[src/sv/rbsd_pkg.sv]
package rbsd_pkg;

  // Decoder phases of the front part.
  typedef enum logic [2:0] {
    PH_SKIP,
    PH_OPCODE,
    PH_LENGTH,
    PH_VALUE,
    PH_LITERAL
  } phase_t;

  // Result status codes.
  localparam logic [1:0] ST_RUN   = 2'd0;
  localparam logic [1:0] ST_CLEAN = 2'd1;
  localparam logic [1:0] ST_TRUNC = 2'd2;
  localparam logic [1:0] ST_SKIP  = 2'd3;

  // Opcodes and fixed byte values.
  localparam logic [7:0] OP_ZERO_RUN = 8'h00;
  localparam logic [7:0] OP_LIT_MIN  = 8'h01;
  localparam logic [7:0] OP_LIT_MAX  = 8'h7F;
  localparam logic [7:0] OP_LEN1     = 8'h80;
  localparam logic [7:0] OP_LEN2     = 8'h81;
  localparam logic [7:0] OP_SPACES   = 8'h82;
  localparam logic [7:0] OP_REP_BASE = 8'h80;
  localparam logic [7:0] SPACE_CHAR  = 8'h20;
  localparam logic [7:0] ZERO_CHAR   = 8'h00;

  // What follows a gathered length.
  localparam logic [1:0] FILL_ZERO  = 2'd0;
  localparam logic [1:0] FILL_VALUE = 2'd1;
  localparam logic [1:0] FILL_SPACE = 2'd2;

  // Length bytes still due.
  localparam logic [1:0] LB_NONE = 2'd0;
  localparam logic [1:0] LB_ONE  = 2'd1;
  localparam logic [1:0] LB_TWO  = 2'd2;
  localparam logic [1:0] LB_HIGH = 2'd3;

  localparam int QUEUE_DEPTH_DEF = 4;

  // One queue entry: the results that one accepted byte causes.
  typedef struct packed {
    logic        has_run;
    logic [7:0]  value;
    logic [15:0] count;
    logic        has_st;
    logic [1:0]  st;
  } entry_t;

endpackage

[src/sv/rbsd_front.sv]
module rbsd_front (
  input  logic                  clk,
  input  logic                  rst_n,
  input  logic                  cfg_we,
  input  logic [31:0]           cfg_wdata,
  input  logic                  in_tvalid,
  output logic                  in_tready,
  input  logic [7:0]            in_tdata,   // in_byte
  input  logic                  in_tlast,   // stream_end
  input  logic                  q_full,
  output logic                  q_push,
  output rbsd_pkg::entry_t      q_entry
);

  rbsd_pkg::phase_t phase_r, phase_dec, phase_nxt;
  logic [31:0] skip_bytes_r, skip_bytes_nxt;
  logic [31:0] skip_left_r, skip_left_dec, skip_left_nxt;
  logic [6:0]  lit_left_r, lit_left_dec, lit_left_nxt;
  logic [15:0] acc_r, acc_dec, acc_nxt;
  logic [1:0]  lbl_r, lbl_dec, lbl_nxt;
  logic [1:0]  fill_r, fill_dec, fill_nxt;
  logic        stopped_r, stopped_dec, stopped_nxt;

  logic        accept;
  logic [15:0] len_full;
  logic        run_has;
  logic [7:0]  run_val;
  logic [15:0] run_cnt;
  logic [1:0]  st;
  logic        restart;
  logic [31:0] restart_skip;

  assign in_tready = !q_full;
  assign accept    = in_tvalid && in_tready;

  // Length once its last byte has arrived.
  assign len_full = (lbl_r == rbsd_pkg::LB_HIGH) ? (acc_r | {in_tdata, 8'h00})
                                                 : {8'h00, in_tdata};

  // Next state as decoded from the current byte.
  always_comb begin
    phase_dec     = phase_r;
    skip_left_dec = skip_left_r;
    lit_left_dec  = lit_left_r;
    acc_dec       = acc_r;
    lbl_dec       = lbl_r;
    fill_dec      = fill_r;
    stopped_dec   = stopped_r;
    if (!stopped_r) begin
      unique case (phase_r)
        rbsd_pkg::PH_SKIP: begin
          skip_left_dec = skip_left_r - 32'd1;
          if (skip_left_r == 32'd1) phase_dec = rbsd_pkg::PH_OPCODE;
        end
        rbsd_pkg::PH_OPCODE: begin
          unique case (in_tdata) inside
            rbsd_pkg::OP_ZERO_RUN, rbsd_pkg::OP_LEN1,
            rbsd_pkg::OP_LEN2, rbsd_pkg::OP_SPACES: begin
              acc_dec   = '0;
              lbl_dec   = (in_tdata == rbsd_pkg::OP_LEN2) ? rbsd_pkg::LB_TWO
                                                          : rbsd_pkg::LB_ONE;
              fill_dec  = (in_tdata == rbsd_pkg::OP_ZERO_RUN) ? rbsd_pkg::FILL_ZERO :
                          (in_tdata == rbsd_pkg::OP_SPACES)   ? rbsd_pkg::FILL_SPACE :
                                                                rbsd_pkg::FILL_VALUE;
              phase_dec = rbsd_pkg::PH_LENGTH;
            end
            [rbsd_pkg::OP_LIT_MIN : rbsd_pkg::OP_LIT_MAX]: begin
              lit_left_dec = in_tdata[6:0];
              phase_dec    = rbsd_pkg::PH_LITERAL;
            end
            default: begin
              acc_dec   = {8'h00, in_tdata - rbsd_pkg::OP_REP_BASE};
              phase_dec = rbsd_pkg::PH_VALUE;
            end
          endcase
        end
        rbsd_pkg::PH_LENGTH: begin
          if (lbl_r == rbsd_pkg::LB_TWO) begin
            acc_dec = {8'h00, in_tdata};
            lbl_dec = rbsd_pkg::LB_HIGH;
          end else begin
            acc_dec = len_full;
            lbl_dec = rbsd_pkg::LB_NONE;
            if (fill_r == rbsd_pkg::FILL_VALUE) begin
              phase_dec = rbsd_pkg::PH_VALUE;
            end else begin
              phase_dec = rbsd_pkg::PH_OPCODE;
              if (fill_r == rbsd_pkg::FILL_ZERO && len_full == 16'd0) stopped_dec = 1'b1;
            end
          end
        end
        rbsd_pkg::PH_VALUE: begin
          phase_dec = rbsd_pkg::PH_OPCODE;
        end
        rbsd_pkg::PH_LITERAL: begin
          lit_left_dec = lit_left_r - 7'd1;
          if (lit_left_r == 7'd1) phase_dec = rbsd_pkg::PH_OPCODE;
        end
        default: begin
          phase_dec = rbsd_pkg::PH_OPCODE;
        end
      endcase
    end
  end

  // Results that the current byte causes.
  always_comb begin
    run_has = 1'b0;
    run_val = rbsd_pkg::ZERO_CHAR;
    run_cnt = '0;
    if (!stopped_r) begin
      unique case (phase_r)
        rbsd_pkg::PH_LENGTH: begin
          if (lbl_r != rbsd_pkg::LB_TWO && fill_r != rbsd_pkg::FILL_VALUE) begin
            run_has = (len_full != 16'd0);
            run_val = (fill_r == rbsd_pkg::FILL_SPACE) ? rbsd_pkg::SPACE_CHAR
                                                       : rbsd_pkg::ZERO_CHAR;
            run_cnt = len_full;
          end
        end
        rbsd_pkg::PH_VALUE: begin
          run_has = (acc_r != 16'd0);
          run_val = in_tdata;
          run_cnt = acc_r;
        end
        rbsd_pkg::PH_LITERAL: begin
          run_has = 1'b1;
          run_val = in_tdata;
          run_cnt = 16'd1;
        end
        default: begin
          run_has = 1'b0;
        end
      endcase
    end
    if (stopped_dec || phase_dec == rbsd_pkg::PH_OPCODE) st = rbsd_pkg::ST_CLEAN;
    else if (phase_dec == rbsd_pkg::PH_SKIP)              st = rbsd_pkg::ST_SKIP;
    else                                                   st = rbsd_pkg::ST_TRUNC;
  end

  assign q_push          = accept && (run_has || in_tlast);
  assign q_entry.has_run = run_has;
  assign q_entry.value   = run_val;
  assign q_entry.count   = run_cnt;
  assign q_entry.has_st  = in_tlast;
  assign q_entry.st      = st;

  // A register write or the end of a stream starts the decoder afresh.
  assign restart      = cfg_we || (accept && in_tlast);
  assign restart_skip = cfg_we ? cfg_wdata : skip_bytes_r;

  always_comb begin
    skip_bytes_nxt = cfg_we ? cfg_wdata : skip_bytes_r;
    phase_nxt      = phase_r;
    skip_left_nxt  = skip_left_r;
    lit_left_nxt   = lit_left_r;
    acc_nxt        = acc_r;
    lbl_nxt        = lbl_r;
    fill_nxt       = fill_r;
    stopped_nxt    = stopped_r;
    if (restart) begin
      phase_nxt     = (restart_skip != 32'd0) ? rbsd_pkg::PH_SKIP : rbsd_pkg::PH_OPCODE;
      skip_left_nxt = restart_skip;
      lit_left_nxt  = '0;
      acc_nxt       = '0;
      lbl_nxt       = rbsd_pkg::LB_NONE;
      fill_nxt      = rbsd_pkg::FILL_ZERO;
      stopped_nxt   = 1'b0;
    end else if (accept) begin
      phase_nxt     = phase_dec;
      skip_left_nxt = skip_left_dec;
      lit_left_nxt  = lit_left_dec;
      acc_nxt       = acc_dec;
      lbl_nxt       = lbl_dec;
      fill_nxt      = fill_dec;
      stopped_nxt   = stopped_dec;
    end
  end

  always_ff @(posedge clk) begin
    if (!rst_n) begin
      skip_bytes_r <= '0;
      phase_r      <= rbsd_pkg::PH_OPCODE;
      skip_left_r  <= '0;
      lit_left_r   <= '0;
      acc_r        <= '0;
      lbl_r        <= rbsd_pkg::LB_NONE;
      fill_r       <= rbsd_pkg::FILL_ZERO;
      stopped_r    <= 1'b0;
    end else begin
      skip_bytes_r <= skip_bytes_nxt;
      phase_r      <= phase_nxt;
      skip_left_r  <= skip_left_nxt;
      lit_left_r   <= lit_left_nxt;
      acc_r        <= acc_nxt;
      lbl_r        <= lbl_nxt;
      fill_r       <= fill_nxt;
      stopped_r    <= stopped_nxt;
    end
  end

`ifndef SYNTHESIS
  a_skip_nonzero: assert property (@(posedge clk) disable iff (!rst_n)
    phase_r == rbsd_pkg::PH_SKIP |-> skip_left_r != 32'd0)
    else $error("skip phase with nothing left to skip");
  a_stopped_phase: assert property (@(posedge clk) disable iff (!rst_n)
    stopped_r |-> phase_r == rbsd_pkg::PH_OPCODE)
    else $error("decoder stopped outside opcode wait");
  a_literal_count: assert property (@(posedge clk) disable iff (!rst_n)
    phase_r == rbsd_pkg::PH_LITERAL |-> lit_left_r != 7'd0)
    else $error("literal phase with no literals due");
`endif

endmodule

[src/sv/rbsd_queue.sv]
module rbsd_queue #(
  parameter int DEPTH = rbsd_pkg::QUEUE_DEPTH_DEF
) (
  input  logic             clk,
  input  logic             rst_n,
  input  logic             push,
  input  rbsd_pkg::entry_t push_entry,
  input  logic             pop,
  output rbsd_pkg::entry_t head,
  output logic             not_empty,
  output logic             full
);

  localparam int PW = $clog2(DEPTH);
  localparam int CW = $clog2(DEPTH + 1);

  rbsd_pkg::entry_t mem_r [DEPTH];
  logic [PW-1:0] wr_ptr_r, wr_ptr_nxt;
  logic [PW-1:0] rd_ptr_r, rd_ptr_nxt;
  logic [CW-1:0] count_r, count_nxt;
  logic          do_pop;

  assign head      = mem_r[rd_ptr_r];
  assign not_empty = (count_r != '0);
  assign full      = (count_r == CW'(DEPTH));
  assign do_pop    = pop && not_empty;

  always_comb begin
    wr_ptr_nxt = wr_ptr_r;
    rd_ptr_nxt = rd_ptr_r;
    if (push)   wr_ptr_nxt = (wr_ptr_r == PW'(DEPTH - 1)) ? '0 : wr_ptr_r + PW'(1);
    if (do_pop) rd_ptr_nxt = (rd_ptr_r == PW'(DEPTH - 1)) ? '0 : rd_ptr_r + PW'(1);
    count_nxt = count_r + CW'(push) - CW'(do_pop);
  end

  always_ff @(posedge clk) begin
    if (!rst_n) begin
      wr_ptr_r <= '0;
      rd_ptr_r <= '0;
      count_r  <= '0;
    end else begin
      wr_ptr_r <= wr_ptr_nxt;
      rd_ptr_r <= rd_ptr_nxt;
      count_r  <= count_nxt;
    end
  end

  always_ff @(posedge clk) begin
    if (push) mem_r[wr_ptr_r] <= push_entry;
  end

`ifndef SYNTHESIS
  a_no_overflow: assert property (@(posedge clk) disable iff (!rst_n)
    push |-> !full)
    else $error("push into a full queue");
  a_count_bound: assert property (@(posedge clk) disable iff (!rst_n)
    count_r <= CW'(DEPTH))
    else $error("queue count beyond depth");
  a_entry_nonempty: assert property (@(posedge clk) disable iff (!rst_n)
    push |-> (push_entry.has_run || push_entry.has_st))
    else $error("queue entry carries no result");
`endif

endmodule

[src/sv/rbsd_back.sv]
module rbsd_back (
  input  logic             clk,
  input  logic             rst_n,
  input  rbsd_pkg::entry_t head,
  input  logic             head_valid,
  output logic             pop,
  output logic             out_tvalid,
  input  logic             out_tready,
  output logic [23:0]      out_tdata,  // run_value, run_count
  output logic [1:0]       out_tuser,  // status
  output logic             out_tlast   // last_result
);

  logic        valid_r, valid_nxt;
  logic        half_r, half_nxt;
  logic [7:0]  value_r, value_nxt;
  logic [15:0] count_r, count_nxt;
  logic [1:0]  st_r, st_nxt;
  logic        last_r, last_nxt;
  logic        load;

  assign load = !valid_r || out_tready;

  always_comb begin
    valid_nxt = valid_r;
    half_nxt  = half_r;
    value_nxt = value_r;
    count_nxt = count_r;
    st_nxt    = st_r;
    last_nxt  = last_r;
    pop       = 1'b0;
    if (load) begin
      valid_nxt = head_valid;
      if (head_valid) begin
        if (head.has_run && !half_r) begin
          value_nxt = head.value;
          count_nxt = head.count;
          st_nxt    = rbsd_pkg::ST_RUN;
          last_nxt  = !head.has_st;
          half_nxt  = head.has_st;
          pop       = !head.has_st;
        end else begin
          value_nxt = rbsd_pkg::ZERO_CHAR;
          count_nxt = '0;
          st_nxt    = head.st;
          last_nxt  = 1'b1;
          half_nxt  = 1'b0;
          pop       = 1'b1;
        end
      end
    end
  end

  always_ff @(posedge clk) begin
    if (!rst_n) begin
      valid_r <= 1'b0;
      half_r  <= 1'b0;
    end else begin
      valid_r <= valid_nxt;
      half_r  <= half_nxt;
    end
  end

  always_ff @(posedge clk) begin
    value_r <= value_nxt;
    count_r <= count_nxt;
    st_r    <= st_nxt;
    last_r  <= last_nxt;
  end

  assign out_tvalid = valid_r;
  assign out_tdata  = {count_r, value_r};
  assign out_tuser  = st_r;
  assign out_tlast  = last_r;

`ifndef SYNTHESIS
  a_half_shown: assert property (@(posedge clk) disable iff (!rst_n)
    half_r |-> valid_r && st_r == rbsd_pkg::ST_RUN && !last_r)
    else $error("split entry without its run on the output");
  a_status_last: assert property (@(posedge clk) disable iff (!rst_n)
    valid_r && st_r != rbsd_pkg::ST_RUN |-> last_r)
    else $error("status result not marked last");
  a_half_head: assert property (@(posedge clk) disable iff (!rst_n)
    half_r |-> head_valid && head.has_st)
    else $error("split entry left the queue early");
`endif

endmodule

[src/sv/rle_byte_stream_decoder.sv]
// Run-length byte stream decoder. Compressed bytes arrive one per transaction on the in_
// channel (in_tlast marks the final byte of a stream); after skipping the number of leading
// bytes held in the skip register, the decoder reads opcodes and hands out runs as
// (value, count) pairs on the out_ channel, never expanding them, and gives a status result
// on the last byte of each stream. A byte is taken every clock cycle as long as the result
// queue has room: the front decoder updates its small state machine once for each byte,
// so the input rate is one byte per cycle. The output stage delivers one result per cycle
// while the consumer is ready, so a byte that causes both a run and a status result gives
// two results; the queue (QUEUE_DEPTH entries) absorbs these and consumer stalls.
// Writing the skip register restarts the decoder as at the start of a new stream; it must
// only be written while the block is idle. There is no clearing pass after reset.
module rle_byte_stream_decoder #(
  // Entries in the queue between decoder and output stage; at least 2.
  parameter int QUEUE_DEPTH = rbsd_pkg::QUEUE_DEPTH_DEF
) (
  input  logic        clk,
  input  logic        rst_n,
  // Configuration: skip_bytes register.
  input  logic        cfg_we,
  input  logic [31:0] cfg_wdata,
  // Compressed input stream.
  input  logic        in_tvalid,
  output logic        in_tready,
  input  logic [7:0]  in_tdata,    // in_byte
  input  logic        in_tlast,    // stream_end
  // Decoded results.
  output logic        out_tvalid,
  input  logic        out_tready,
  output logic [23:0] out_tdata,   // run_value [7:0], run_count [23:8]
  output logic [1:0]  out_tuser,   // status
  output logic        out_tlast    // last_result
);

  // Each queue entry holds every result that one input byte causes: an optional run
  // and, on the final byte of a stream, a status.
  logic             q_push;
  logic             q_pop;
  logic             q_full;
  logic             q_not_empty;
  rbsd_pkg::entry_t q_in;
  rbsd_pkg::entry_t q_head;

  // Front: accepts bytes, tracks the skip and the token in progress, and classifies
  // each byte into the results it gives.
  rbsd_front u_front (
    .clk       (clk),
    .rst_n     (rst_n),
    .cfg_we    (cfg_we),
    .cfg_wdata (cfg_wdata),
    .in_tvalid (in_tvalid),
    .in_tready (in_tready),
    .in_tdata  (in_tdata),
    .in_tlast  (in_tlast),
    .q_full    (q_full),
    .q_push    (q_push),
    .q_entry   (q_in)
  );

  rbsd_queue #(
    .DEPTH (QUEUE_DEPTH)
  ) u_queue (
    .clk        (clk),
    .rst_n      (rst_n),
    .push       (q_push),
    .push_entry (q_in),
    .pop        (q_pop),
    .head       (q_head),
    .not_empty  (q_not_empty),
    .full       (q_full)
  );

  // Back: splits each entry into single result transactions held in an output register.
  rbsd_back u_back (
    .clk        (clk),
    .rst_n      (rst_n),
    .head       (q_head),
    .head_valid (q_not_empty),
    .pop        (q_pop),
    .out_tvalid (out_tvalid),
    .out_tready (out_tready),
    .out_tdata  (out_tdata),
    .out_tuser  (out_tuser),
    .out_tlast  (out_tlast)
  );

endmodule

[config.mk]
export PLATFORM = sky130hd
export DESIGN_NAME = rle_byte_stream_decoder
export DESIGN_NICKNAME = d
export VERILOG_FILES = /design/src/sv/rbsd_pkg.sv /design/src/sv/rbsd_front.sv /design/src/sv/rbsd_queue.sv /design/src/sv/rbsd_back.sv /design/src/sv/rle_byte_stream_decoder.sv
export SDC_FILE = /design/constraint.sdc
export NUM_CORES = 1
export LEC_CHECK = 0
export ABC_AREA = 1
export BUFFER_PORTS_ARGS = -buffer_cell sky130_fd_sc_hd__clkbuf_2
export CORE_MARGIN = 1.5
export CORE_UTILIZATION = 64
export DETAILED_ROUTE_END_ITERATION = 12
export GPL_ROUTABILITY_DRIVEN = 0
export PLACE_DENSITY = 0.9
export SYNTH_ARGS = -nofsm -noshare
export SYNTH_HDL_FRONTEND = slang
export SYNTH_SLANG_ARGS = --single-unit
[constraint.sdc]
create_clock -name clk -period 7.69 [get_ports clk]
set_input_delay 1.538 -clock clk [delete_from_list [all_inputs] [get_ports clk]]
set_output_delay 1.538 -clock clk [all_outputs]
set_load 0.03 [all_outputs]
# After elaboration in Yosys (flattened, before gate mapping)
# Memory sizes are Yosys's and may differ from the RTL's. A register that Yosys moved wholly into a read port is not among the register bits.
# Index checks and enable logic that the tools add are counted.
# W data, S select, Z words.
dict set report classes {
  bitwise 3
  eq_ne 23
  n_addsub 7
  muxes 54
  reduce_logical 38
  order_cmp 2
}
# operator count
set op_table {}
lappend op_table {{$mux W32} 5}
lappend op_table {{$mux W16} 4}
lappend op_table {{$pmux W16 S2} 2}
lappend op_table {{$pmux W16 S3} 1}
lappend op_table {{$eq A32 B1 Y1 const B} 1}
lappend op_table {{$reduce_bool A16 Y1} 2}
lappend op_table {{$reduce_bool A32 Y1} 1}
lappend op_table {{$sub A32 B1 Y32 const B} 1}
lappend op_table {{$eq A8 B8 Y1 const B} 3}
lappend op_table {{$mux W2} 11}
lappend op_table {{$mux W3} 6}
lappend op_table {{$logic_not A16 Y1} 1}
lappend op_table {{$mux W8} 2}
lappend op_table {{$or A16 B16 Y16} 1}
lappend op_table {{$pmux W8 S2} 1}
lappend op_table {{$reduce_and A4 Y1} 4}
lappend op_table {{$mux W1} 15}
lappend op_table {{$pmux W7 S2} 1}
lappend op_table {{$pmux W3 S4} 1}
lappend op_table {{$eq A2 B2 Y1 const B} 5}
lappend op_table {{$ge A8 B1 Y1 const B} 1}
lappend op_table {{$le A8 B7 Y1 const B} 1}
lappend op_table {{$logic_and A1 B1 Y1} 8}
lappend op_table {{$logic_not A8 Y1} 1}
lappend op_table {{28 further kinds} 48}
dict set report word_totals {
  n_memories 1
  in_bits 46
  ram_bits 112
  reg_bits 131
  word_cells 145
  out_inout_bits 29
}
# name depth width read_ports rd_clocked_by_memory_dff write_ports line_no
set memory_table {}
lappend memory_table {u_queue.mem_r 4 28 1 1 1 rbsd_queue.sv:17} ;# rbsd_pkg::entry_t mem_r [DEPTH];

# Longest topological paths before layout
# Gate-level depths: netlist (run 1).
dict set report depth {
  depth_word 11
  mapped_depth 17
  ltp_nobuf 15
}

# Hierarchy
# From an unflattened synthesis (run 1), not the netlist that was laid out.
dict set report unflattened {
  cells_unflattened 1457
  hier_area_um2 11858.9
}
# mod area_per_inst_um2 cells_per_inst instances seq_area_each_um2
set by_module_without_submodules {}
lappend by_module_without_submodules {rbsd_front 6089.6 1027 1 1901.8}
lappend by_module_without_submodules {rbsd_queue 4620.7 332 1 3543.4}
lappend by_module_without_submodules {rbsd_back 1148.6 98 1 850.8}

# Worst setup path before layout (run 1)
# OpenSTA, ideal clock, no wires.
dict set report synth_timing {
  path_type {input -> register}
  from {input out_tready}
  to {register u_queue.count_r[2]}
  n_path_buf 0
  cell_stages 10
  path_slack_ps 3302
  setup_time_ps 121
  arrival_ps 4267
  t_required_ps 7569
  cell_sequence {nor2_1 > a21oi_1 > nand2_1 > inv_1 > ha_1 > inv_1 > ha_1 > fa_1 > o21ai_0 > a21oi_1}
}
dict set report synth_via {
  elab_chain_len 4
}
# item line_no
set synth_rtl {}
lappend synth_rtl {{start, declared} rle_byte_stream_decoder.sv:28} ;# input logic out_tready,
lappend synth_rtl {{$logic_or A1 B1 Y1} rbsd_back.sv:22} ;# assign load = !valid_r || out_tready;
lappend synth_rtl {{$mux W1} rbsd_back.sv:32} ;# if (load) begin
lappend synth_rtl {{$logic_and A1 B1 Y1} rbsd_queue.sv:26} ;# assign do_pop = pop && not_empty;
lappend synth_rtl {{via u_queue.do_pop} rbsd_queue.sv:21} ;# logic do_pop;
lappend synth_rtl {{$sub A3 B1 Y3} rbsd_queue.sv:33} ;# count_nxt = count_r + CW'(push) - CW'(do_pop);
lappend synth_rtl {{end signal, assigned} rbsd_queue.sv:44} ;# count_r <= count_nxt;
lappend synth_rtl {{end, declared} rbsd_queue.sv:20} ;# logic [CW-1:0] count_r, count_nxt;
# The timed path passes the listed nets, and every way through them passes these cells.
# A chain may end at the register's enable or synchronous reset.

==> results.json, run 1 <==
{
  "status": "completed",
  "antenna_found_initial": 1,
  "syn_to_final_growth_pct": 11.7,
  "cts-buffers-inserted": 25,
  "nets": 1431,
  "drc": 0,
  "p_per_area_nw_per_um2": 319,
  "post_cts_buffers": 0,
  "hold_class": "flip-flop to flip-flop",
  "ioPinCount": 75,
  "synth_warnings": 0,
  "firstDrtPassIters": 6,
  "insertion_delay_ns": 0.53,
  "h-tree-depth": 1,
  "slew_violations": 0,
  "clk_path_buf_depth": 3,
  "cp_max_fo": 30,
  "cap_violations": 0,
  "area.sequential_um2": 6300,
  "die_y_um": 137,
  "hold_violations": 0,
  "post_cts_resized": 0,
  "final_util": 0.739,
  "routed_via_density": 6.10,
  "leakagePower_nw": 5.22,
  "io_buffers": 74,
  "initial_core_util": 0.662,
  "power.total_mw": 4.13,
  "final.setup.tns_ns": 0,
  "grt_overflow": 0,
  "rows": 48,
  "startpoint_type": "flip-flop",
  "ctsHoldBuffers": 0,
  "layout-drive-gt1-share": 0.153,
  "synth.cell_area_um2": 11600,
  "yosysSeqAreaShare": 0.544,
  "dieArea_um2": 18900,
  "clk_pin_slew_worst_paths_ns": 0.06,
  "synth_enable_flop_cells": 139,
  "required_ns": 8.10,
  "post-place-ws_ns": 3.76,
  "synth_cell_types": 53,
  "vias": 9859,
  "period_needed_ns": 3.73,
  "clkPwrFrac": 0.319,
  "cp-end-kind": "flip-flop",
  "diodes": 0,
  "setup_viol": 0,
  "avgSynthCellArea_um2": 8.80,
  "fmax_mhz": 268,
  "grt_pass1_vias": 9454,
  "slew_headroom": 0.283,
  "dp_hpwl_mm": 19.3,
  "rsz0062_at_grt": "no",
  "switching_share": 0.347,
  "grt_max_degree": 58,
  "syn-instance-count": 1314,
  "seq_power_share": 0.405,
  "cts.sinks": 245,
  "grt_pass1_wl_mm": 46.6,
  "fillers": 1178,
  "grt_use_total": 0.316,
  "initialDrtViolationCount": 1301,
  "wire_per_inst_um": 18.3,
  "drt-total-wl_mm": 29.5,
  "die_w_um": 137,
  "critical_path_arrival_ns": 4.14,
  "synthFlopType": "edfxtp_1",
  "multi_input_area_um2": 4590,
  "synth.net_count": 1372,
  "p_comb_frac": 0.275,
  "cts_tree": "done",
  "synthArstFlopShare": 0,
  "postRouteAntennaNets": 0,
  "cts_root_buffer": "clkbuf_16",
  "path_class": "flip-flop to flip-flop",
  "irDropWorstVdd_mv": 0.348,
  "setup_ws_ns": 3.96,
  "fin_skew_ns": 0.0113,
  "internal-power_mw": 2.69,
  "synth-seq-cells": 245,
  "p_switching_mw": 1.43,
  "tightest_slew_ns": 1.07,
  "core_area_um2": 17500,
  "min_period_over_period": 0.484
}
==> power groups by stage <==
stage / Combinational (mW) / Clock [mW] / Sequential, mW
6_report: 1.14 / 1.32 / 1.67
5_1_grt: 1.24 / 1.37 / 1.69
4_1_cts: 1.12 / 1.31 / 1.67
3_5_place_dp: 1.10 / 0 / 1.70
3_3_place_gp: 1.05 / 0 / 1.69
2_1_floorplan: 0.635 / 0 / 1.85
==> layout by cell type (no fill, tap or decap), types with 4 or more instances in the layout <==
cell type	n
bufinv_16	4
nor2_4	4
buf_4	9
or2_1	4
dfxtp_1	106
mux2i_1	8
a31oi_1	17
nand3_1	53
clkbuf_16	26
inv_2	12
clkinvlp_4	4
clkbuf_2	74
a2bb2oi_1	4
or2_2	17
nand2_2	6
xor2_1	16
inv_1	95
nor2_2	20
nand2_1	205
nand4_1	6
o21a_1	10
a21oi_2	4
a21oi_1	91
nand2_4	7
edfxtp_1	139
nor2_1	245
o21ai_1	7
o22ai_1	8
o21ai_0	111
clkinv_2	4
ha_1	11
nor3_1	16
==> critical path, cell delays in order (launching register included) <==
cell      delay, ns
dfxtp_1        0.31
buf_4          0.35
clkinv_1       0.83
nor2_1         0.34
o21ai_0        0.12
nand2_1        0.10
nand4_1        0.14
nand2_1        0.11
inv_1          0.09
ha_1           0.29
inv_1          0.05
ha_1           0.22
fa_1           0.40
o21ai_0        0.19
a21oi_1        0.06
==> worst paths after layout <==
check	from	endpoint	depth (start not counted)	slack (ns)
max	flip-flop	u_queue.count_r[2]$_SDFF_PN0_	14	3.96
min	u_front.skip_bytes_r[1]$_SDFF_PN0_	u_front.skip_bytes_r[1]$_SDFF_PN0_	2	0.48
max reg2reg	flip-flop	u_queue.count_r[2]$_SDFF_PN0_	14	3.96
min reg2reg	u_front.skip_bytes_r[1]$_SDFF_PN0_	u_front.skip_bytes_r[1]$_SDFF_PN0_	2	0.48
==> per-stage QoR <==
| step | hold WS (ns) | area (um^2) | std cells |
|---|---|---|---|
| after floorplan | 0.444 | 11600 | 1314 |
| after global placement | 0.455 | 12000 | 1571 |
| after detailed placement | 0.470 | 12000 | 1571 |
| after CTS | 0.479 | 12900 | 1616 |
| after global routing | 0.508 | 12900 | 1616 |
| final | 0.477 | 12900 | 1616 |
==> synthesized netlist by cell type (7+ instances only) <==
| library cell | instances | share of area |
|---|---|---|
| edfxtp_1 | 139 | 0.36 |
| o21ai_0 | 111 | 0.048 |
| nand3_1 | 53 | 0.023 |
| ha_1 | 11 | 0.012 |
| dfxtp_1 | 106 | 0.18 |
| nor2_1 | 245 | 0.080 |
| nand2_1 | 205 | 0.067 |
| xor2_1 | 16 | 0.012 |
| nand2_4 | 7 | 0.0068 |
| buf_1 | 8 | 0.0026 |
| buf_2 | 11 | 0.0048 |
| mux2i_1 | 8 | 0.0069 |
| o22ai_1 | 8 | 0.0043 |
| inv_2 | 12 | 0.0039 |
| nor3_1 | 16 | 0.0069 |
| o21ai_1 | 7 | 0.0030 |
| a31oi_1 | 17 | 0.0092 |
| nor2_2 | 20 | 0.011 |
| o21a_1 | 10 | 0.0065 |
| clkbuf_1 | 21 | 0.0068 |
| a21oi_1 | 92 | 0.040 |
| inv_1 | 95 | 0.031 |
| or2_2 | 17 | 0.0092 |
==> cells by family (layout without fill, tap and decap cells) <==
kind of cell | after synthesis | in the layout | synth area share
AO/OA/AOI/OAI | 268 | 268 | 0.129
XOR/XNOR | 19 | 19 | 0.0144
adder cells (fa/ha/maj) | 12 | 12 | 0.0136
buffers and inverters | 163 | 240 | 0.0592
flip-flops | 245 | 245 | 0.544
multiplexers | 8 | 8 | 0.00692
AND/OR/NAND/NOR | 599 | 599 | 0.232
==> final cells by class <==
cell class              instances  share of cell area
flip-flops and latches        245               0.487
multi-input cells             906               0.355
clock buffers                  31              0.0544
repair buffers                 83              0.0339
inverters                     112              0.0331
well taps                     225              0.0218
clock inverters                14              0.0145
==> state kept, by name, indices dropped and copies added (netlist names), named ones only <==
signal                cells
u_back.count_r           16
u_back.half_r             1
u_back.out_tlast          1
u_back.out_tuser          2
u_back.out_tvalid         1
u_back.value_r            8
u_front.acc_r            16
u_front.fill_r            2
u_front.lbl_r             2
u_front.lit_left_r        7
u_front.phase_r           3
u_front.skip_bytes_r     32
u_front.skip_left_r      32
u_front.stopped_r         1
u_queue.count_r           3
u_queue.mem_r           112
u_queue.rd_ptr_r          2
u_queue.wr_ptr_r          2
==> layer usage <==
layer	GRT usage	vias up	wire length [um]
li1	-	4513	-
met2	0.532	625	14300
met1	0.411	4617	11100
met4	0.125	0	937
met5	0	-	0
met3	0.0497	104	3180
No activity file was read; power rests on OpenSTA's default activity.
==> inputs of run 2 (changes only) <==
- CORE_UTILIZATION: 64 -> 55
- PLACE_DENSITY: 0.9 -> 0.82
- clock period: 7.69 -> 3.2 ns (I/O delays scaled with it)
==> run 2 against run 1 <==
  * Utilization decreased by 10 points
  * Register-to-register slack got worse by 3.5 ns
  * Cell count increased by 3.5%
  * Critical endpoint unchanged
  * Hold slack got worse by 0.096 ns
  * Critical path depth increased by 1
  * Highest routed layer unchanged
  * Wire length decreased by 6.2%
==> results.json, run 2 (same netlist as run 1, synthesis figures left out) <==
{
  "nets": 1442,
  "drc": 0,
  "multi_input_area_um2": 4590,
  "hold_violations": 0,
  "hold_slack_ns": 0.380,
  "cts_root_buffer": "clkbuf_16",
  "clk_path_buf_depth": 3,
  "vias": 9463,
  "min_period_over_period": 0.844,
  "irDropWorstVdd_mv": 0.419,
  "cap_violations": 0,
  "path_class": "flip-flop to flip-flop",
  "period_needed_ns": 2.70,
  "fillers": 1673,
  "insertion_delay_ns": 0.53,
  "core_area_um2": 20400,
  "largest_reg_flops": 112,
  "grt_pass1_wl_mm": 44.7,
  "grt_max_degree": 53,
  "clk_pin_slew_worst_paths_ns": 0.06,
  "drt-total-wl_mm": 27.7,
  "syn_to_final_growth_pct": 12.7,
  "wire_per_inst_um": 16.5,
  "setup_ws_ns": 0.498,
  "slew_headroom": 0.553,
  "routed_via_density": 5.66,
  "antenna_found_initial": 0,
  "reg_top3": "u_queue.mem_r x112, u_front.skip_bytes_r x32, u_front.skip_left_r x32",
  "post_cts_resized": 0,
  "cts-buffers-inserted": 25,
  "status": "completed",
  "grt_overflow": 0,
  "setup_viol": 0,
  "rows": 52,
  "fmax_mhz": 370,
  "dp_hpwl_mm": 18.5,
  "cts.sinks": 245,
  "postRouteAntennaNets": 0,
  "cp_max_fo": 16,
  "critical_path_arrival_ns": 3.10,
  "cts_tree": "done",
  "post_cts_buffers": 0,
  "firstDrtPassIters": 9,
  "layout-drive-gt1-share": 0.160,
  "final_cell_mix": "nor2_1, nand2_1, edfxtp_1",
  "post-place-ws_ns": 0.558,
  "ioPinCount": 75,
  "fin_skew_ns": 0.0207,
  "h-tree-depth": 1,
  "grt_pass1_vias": 9061,
  "final_common_cell": "nor2_1",
  "initialDrtViolationCount": 969,
  "initial_core_util": 0.566,
  "area.sequential_um2": 6300,
  "die_y_um": 148,
  "final.setup.tns_ns": 0,
  "startpoint_type": "flip-flop",
  "die_w_um": 148,
  "io_buffers": 74,
  "p_per_area_nw_per_um2": 741,
  "hold_class": "input pin to flip-flop",
  "slew_violations": 0,
  "final_util": 0.638,
  "required_ns": 3.60,
  "power.total_mw": 9.66,
  "regMostFlops": "u_queue.mem_r",
  "tightest_slew_ns": 0.668,
  "cp-end-kind": "flip-flop",
  "diodes": 0,
  "grt_use_total": 0.253,
  "leakagePower_nw": 5.29,
  "ctsHoldBuffers": 0,
  "dieArea_um2": 21900,
  "rsz0062_at_grt": "no"
}
[run 2: cell types whose count changed in the layout (fill, tap and decap cells not counted)]
cell,before,now
clkbuf_2,74,75
clkinv_4,1,0
clkbuf_16,26,30
inv_6,1,2
bufinv_16,4,0
clkbuf_8,3,2
buf_4,9,20
inv_4,3,5
clkinvlp_4,4,1
clkbuf_4,1,0
inv_8,0,1
clkinv_2,4,6
[run 2: critical path, stage by stage (launching register included)]
cell,delay (ns)
dfxtp_1,0.60
nand2_4,0.23
nand2_1,0.13
nand2_1,0.09
nor2_1,0.12
nand2_1,0.07
nor2_2,0.12
nand2_2,0.09
nand2_4,0.08
nand2_4,0.05
nand3_4,0.08
nand2_4,0.08
ha_1,0.21
fa_1,0.38
o21ai_0,0.18
a21oi_1,0.06
[run 2: metal layers]
layer	up-vias	wire length, um	part of all wire	global-route usage
li1	4523	-	-	-
met5	-	0	0	0
met4	0	787	0.028	0.0891
met3	73	2310	0.084	0.0373
met2	398	12900	0.46	0.418
met1	4469	11700	0.42	0.342
[run 2: final cells by class]
class	instances	area share
Timing Repair Buffer	94	0.0399
Clock inverter	12	0.00605
Sequential cell	245	0.483
Inverter	112	0.0328
Multi-Input combinational cell	906	0.352
Clock buffer	34	0.0604
Tap cell	270	0.0259
[run 2: path summary, 6_finish.rpt]
path,cells after the start,from,slack [ns],endpoint
hold reg to reg,2,u_front.skip_left_r[1]$_SDFFE_PN0P_,0.47,u_front.skip_left_r[1]$_SDFFE_PN0P_
setup reg to reg,15,u_front.lbl_r[0]$_SDFFE_PP0P_,0.50,u_queue.count_r[2]$_SDFF_PN0_
setup / recovery,15,u_front.lbl_r[0]$_SDFFE_PP0P_,0.50,u_queue.count_r[2]$_SDFF_PN0_
hold / removal,3,cfg_wdata[8],0.38,u_front.skip_bytes_r[8]$_SDFF_PN0_
[run 2: report_power, final]
part | internal, mW | switching [mW] | total (mW)
sequential | 3.85 | 0.166 | 4.01
combinational | 0.751 | 1.90 | 2.65
clock | 1.74 | 1.25 | 2.99
[run 2: stage by stage]
stage | area [um^2] | cells
finish | 13000 | 1673
global route | 13000 | 1673
CTS | 13000 | 1673
detailed placement | 12200 | 1627
global placement | 12200 | 1627
floorplan | 11600 | 1314
==> inputs of run 3 (changes only) <==
- ABC_AREA: 1 -> 0
- CORE_UTILIZATION: 55 -> 60
- PLACE_DENSITY: 0.82 -> 0.85
- clock period: 3.2 -> 2.5 ns (I/O delays scaled with it)
==> run 3 against run 2 <==
  * Area after synthesis down 5.6%
  * Via count down 17%
  * Non-clock buffer count up 37
  * Clock skew down 0.010 ns
  * Critical path depth down 8
  * Die area down 13%
  * Synthesized cell count down 31%
  * Hold slack worse by 0.066 ns
  * First-iteration DRC count down 12%
  * Worst setup slack worse by 0.42 ns
  * Cell count down 25%
  * Total power up 17%
  * Critical path type unchanged
  * Critical endpoint is now u_queue.mem_r[2][6]$_DFFE_PP_
  * Highest routed layer unchanged
==> results.json, run 3 <==
{
  "synth_common_cells": "edfxtp_1, dfxtp_1, nor2b_1, nand2_1, nor2_1",
  "io_buffers": 74,
  "final_common_cell": "edfxtp_1",
  "dp.cells": 1211,
  "cts_root_buffer": "clkbuf_16",
  "antenna_found_initial": 0,
  "ys_top_cells_by_area": "edfxtp_1, dfxtp_1, mux4_2",
  "grt_max_degree": 56,
  "critPathSlowestCell": "or3b_4",
  "slew_violations": 0,
  "post-place-ws_ns": 0.0820,
  "grt_pass1_vias": 7470,
  "grt_overflow": 0,
  "cp-end-kind": "flip-flop",
  "synth.net_count": 963,
  "hold_class": "input pin to flip-flop",
  "dp_hpwl_mm": 17.3,
  "final_cell_area_um2": 12800,
  "rows": 49,
  "synthArstFlopShare": 0,
  "insertion_delay_ns": 0.51,
  "synth_cell_types": 81,
  "yosysTopAreaCell": "edfxtp_1",
  "synth_enable_flop_cells": 139,
  "initialDrtViolationCount": 848,
  "largest_reg_flops": 112,
  "vias": 7869,
  "reg_top3": "u_queue.mem_r x112, u_front.skip_bytes_r x32, u_front.skip_left_r x32",
  "clk_path_buf_depth": 3,
  "avgSynthCellArea_um2": 12.1,
  "grt_use_total": 0.271,
  "cts_tree": "done",
  "synthFlopType": "edfxtp_1",
  "synth.cell_area_um2": 10900,
  "drc": 0,
  "h-tree-depth": 1,
  "period_needed_ns": 2.43,
  "wire_per_inst_um": 20.4,
  "r2r_slack_ns": 0.07,
  "required_ns": 2.72,
  "final_cell_mix": "edfxtp_1, dfxtp_1, clkbuf_2",
  "syn_to_final_growth_pct": 16.9,
  "hold_slack_ns": 0.314,
  "syn-instance-count": 905,
  "layout.cells.non_filler": 1257,
  "ctsHoldBuffers": 0,
  "cts-buffers-inserted": 25,
  "routed_via_density": 6.26,
  "startpoint_type": "flip-flop",
  "status": "completed",
  "hold_violations": 0,
  "layout-drive-gt1-share": 0.231,
  "power.total_mw": 11.3,
  "setup_viol": 0,
  "min_period_over_period": 0.970,
  "regMostFlops": "u_queue.mem_r",
  "die_w_um": 138,
  "dieArea_um2": 19000,
  "critical_path_arrival_ns": 2.65,
  "die_y_um": 138,
  "cp_max_fo": 14,
  "cpPeakStageDelay_ns": 0.46,
  "final.setup.tns_ns": 0,
  "cts.sinks": 245,
  "clk_pin_slew_worst_paths_ns": 0.06,
  "place_area_um2": 11900,
  "initial_core_util": 0.610,
  "fmax_mhz": 412,
  "final_util": 0.713,
  "reg2regPathDepth": 7,
  "fin_skew_ns": 0.0105,
  "synth.most_common_cell": "edfxtp_1",
  "path_class": "flip-flop to flip-flop",
  "leakagePower_nw": 4.82,
  "grt_pass1_wl_mm": 39.4,
  "setup_ws_ns": 0.0738,
  "core_area_um2": 17900,
  "firstDrtPassIters": 6,
  "cap_violations": 0,
  "p_per_area_nw_per_um2": 883,
  "synth_top_area_share": 0.382,
  "nets": 1068,
  "ioPinCount": 75,
  "synth-seq-cells": 245,
  "post_cts_buffers": 0,
  "tightest_slew_ns": 0.696,
  "synth_warnings": 0,
  "postRouteAntennaNets": 0,
  "crit_chain": "or3b_4 -> nor3_2 -> a21oi_1 -> a221oi_4 -> buf_4 -> and2_2 -> clkbuf_16",
  "diodes": 0,
  "hold_path_depth": 3,
  "yosysSeqAreaShare": 0.577,
  "slew_headroom": 0.532,
  "drt-total-wl_mm": 25.6,
  "irDropWorstVdd_mv": 0.789
}
[run 3: changes by cell type after synthesis, sizes merged, moves of 24 or more]
cell	change
mux4	+27
o21ai	-97
inv	-83
nor2b	+57
nor4	+35
nand3	-41
mux2i	+24
nor2	-221
nand2	-163
a21oi	-49
[run 3: worst paths after layout]
check / startpoint / endpoint
setup / recovery: u_front.phase_r[0]$_SDFFE_PN1P_ / u_queue.mem_r[2][6]$_DFFE_PP_
hold / removal: cfg_wdata[7] / u_front.skip_bytes_r[7]$_SDFF_PN0_
setup reg to reg: u_front.phase_r[0]$_SDFFE_PN1P_ / u_queue.mem_r[2][6]$_DFFE_PP_
hold reg to reg: u_front.acc_r[11]$_SDFFE_PP0P_ / u_front.acc_r[11]$_SDFFE_PP0P_
[run 3: worst max-delay path, delay by kind of cell, from the launching register on]
family,cells,cell delay [ns]
and+or+nand+nor,3,0.90
AOI/OAI and AO/OA,2,0.46
buffers and inverters,2,0.41
DFF,1,0.37
[run 3: kinds of logic after synthesis]
logic type | Yosys count | synth area share
compound gates | 150 | 0.0983
xor+xnor | 32 | 0.0257
fa+ha+maj | 13 | 0.0154
buf+inv | 80 | 0.0303
flops | 245 | 0.577
mux | 63 | 0.0892
simple gates | 322 | 0.165
[run 3: layout make-up]
type | count | area, um^2
well taps | 229 | 287
multi-input cells | 580 | 4330
clock inverters | 11 | 123
flip-flops and latches | 245 | 6300
clock buffers | 34 | 699
fillers | 1176 | 5130
inverters | 27 | 101
repair buffers | 131 | 928
[run 3: report_power, final]
part | internal, mW | switching (mW) | leakage (nW)
logic | 0.953 | 1.66 | 2.06
registers | 4.74 | 0.227 | 2.36
clock network | 2.18 | 1.51 | 0.400
total | 7.87 | 3.40 | 4.82
[run 3: metal layers]
layer  wire, um  vias to the layer above  global-route usage
met3       1720                       62              0.0413
met4        756                        0              0.0949
li1           -                     3602                   -
met2      12700                      367               0.453
met5          0                        -                   0
met1      10500                     3838               0.362
[run 3: timing repair]
action | 4_1_cts | 5_1_grt
pin swaps | 0 | 1
resized for setup | 1 | 5
endpoints found under the setup margin | 1 | 114
gates cloned | 0 | 1
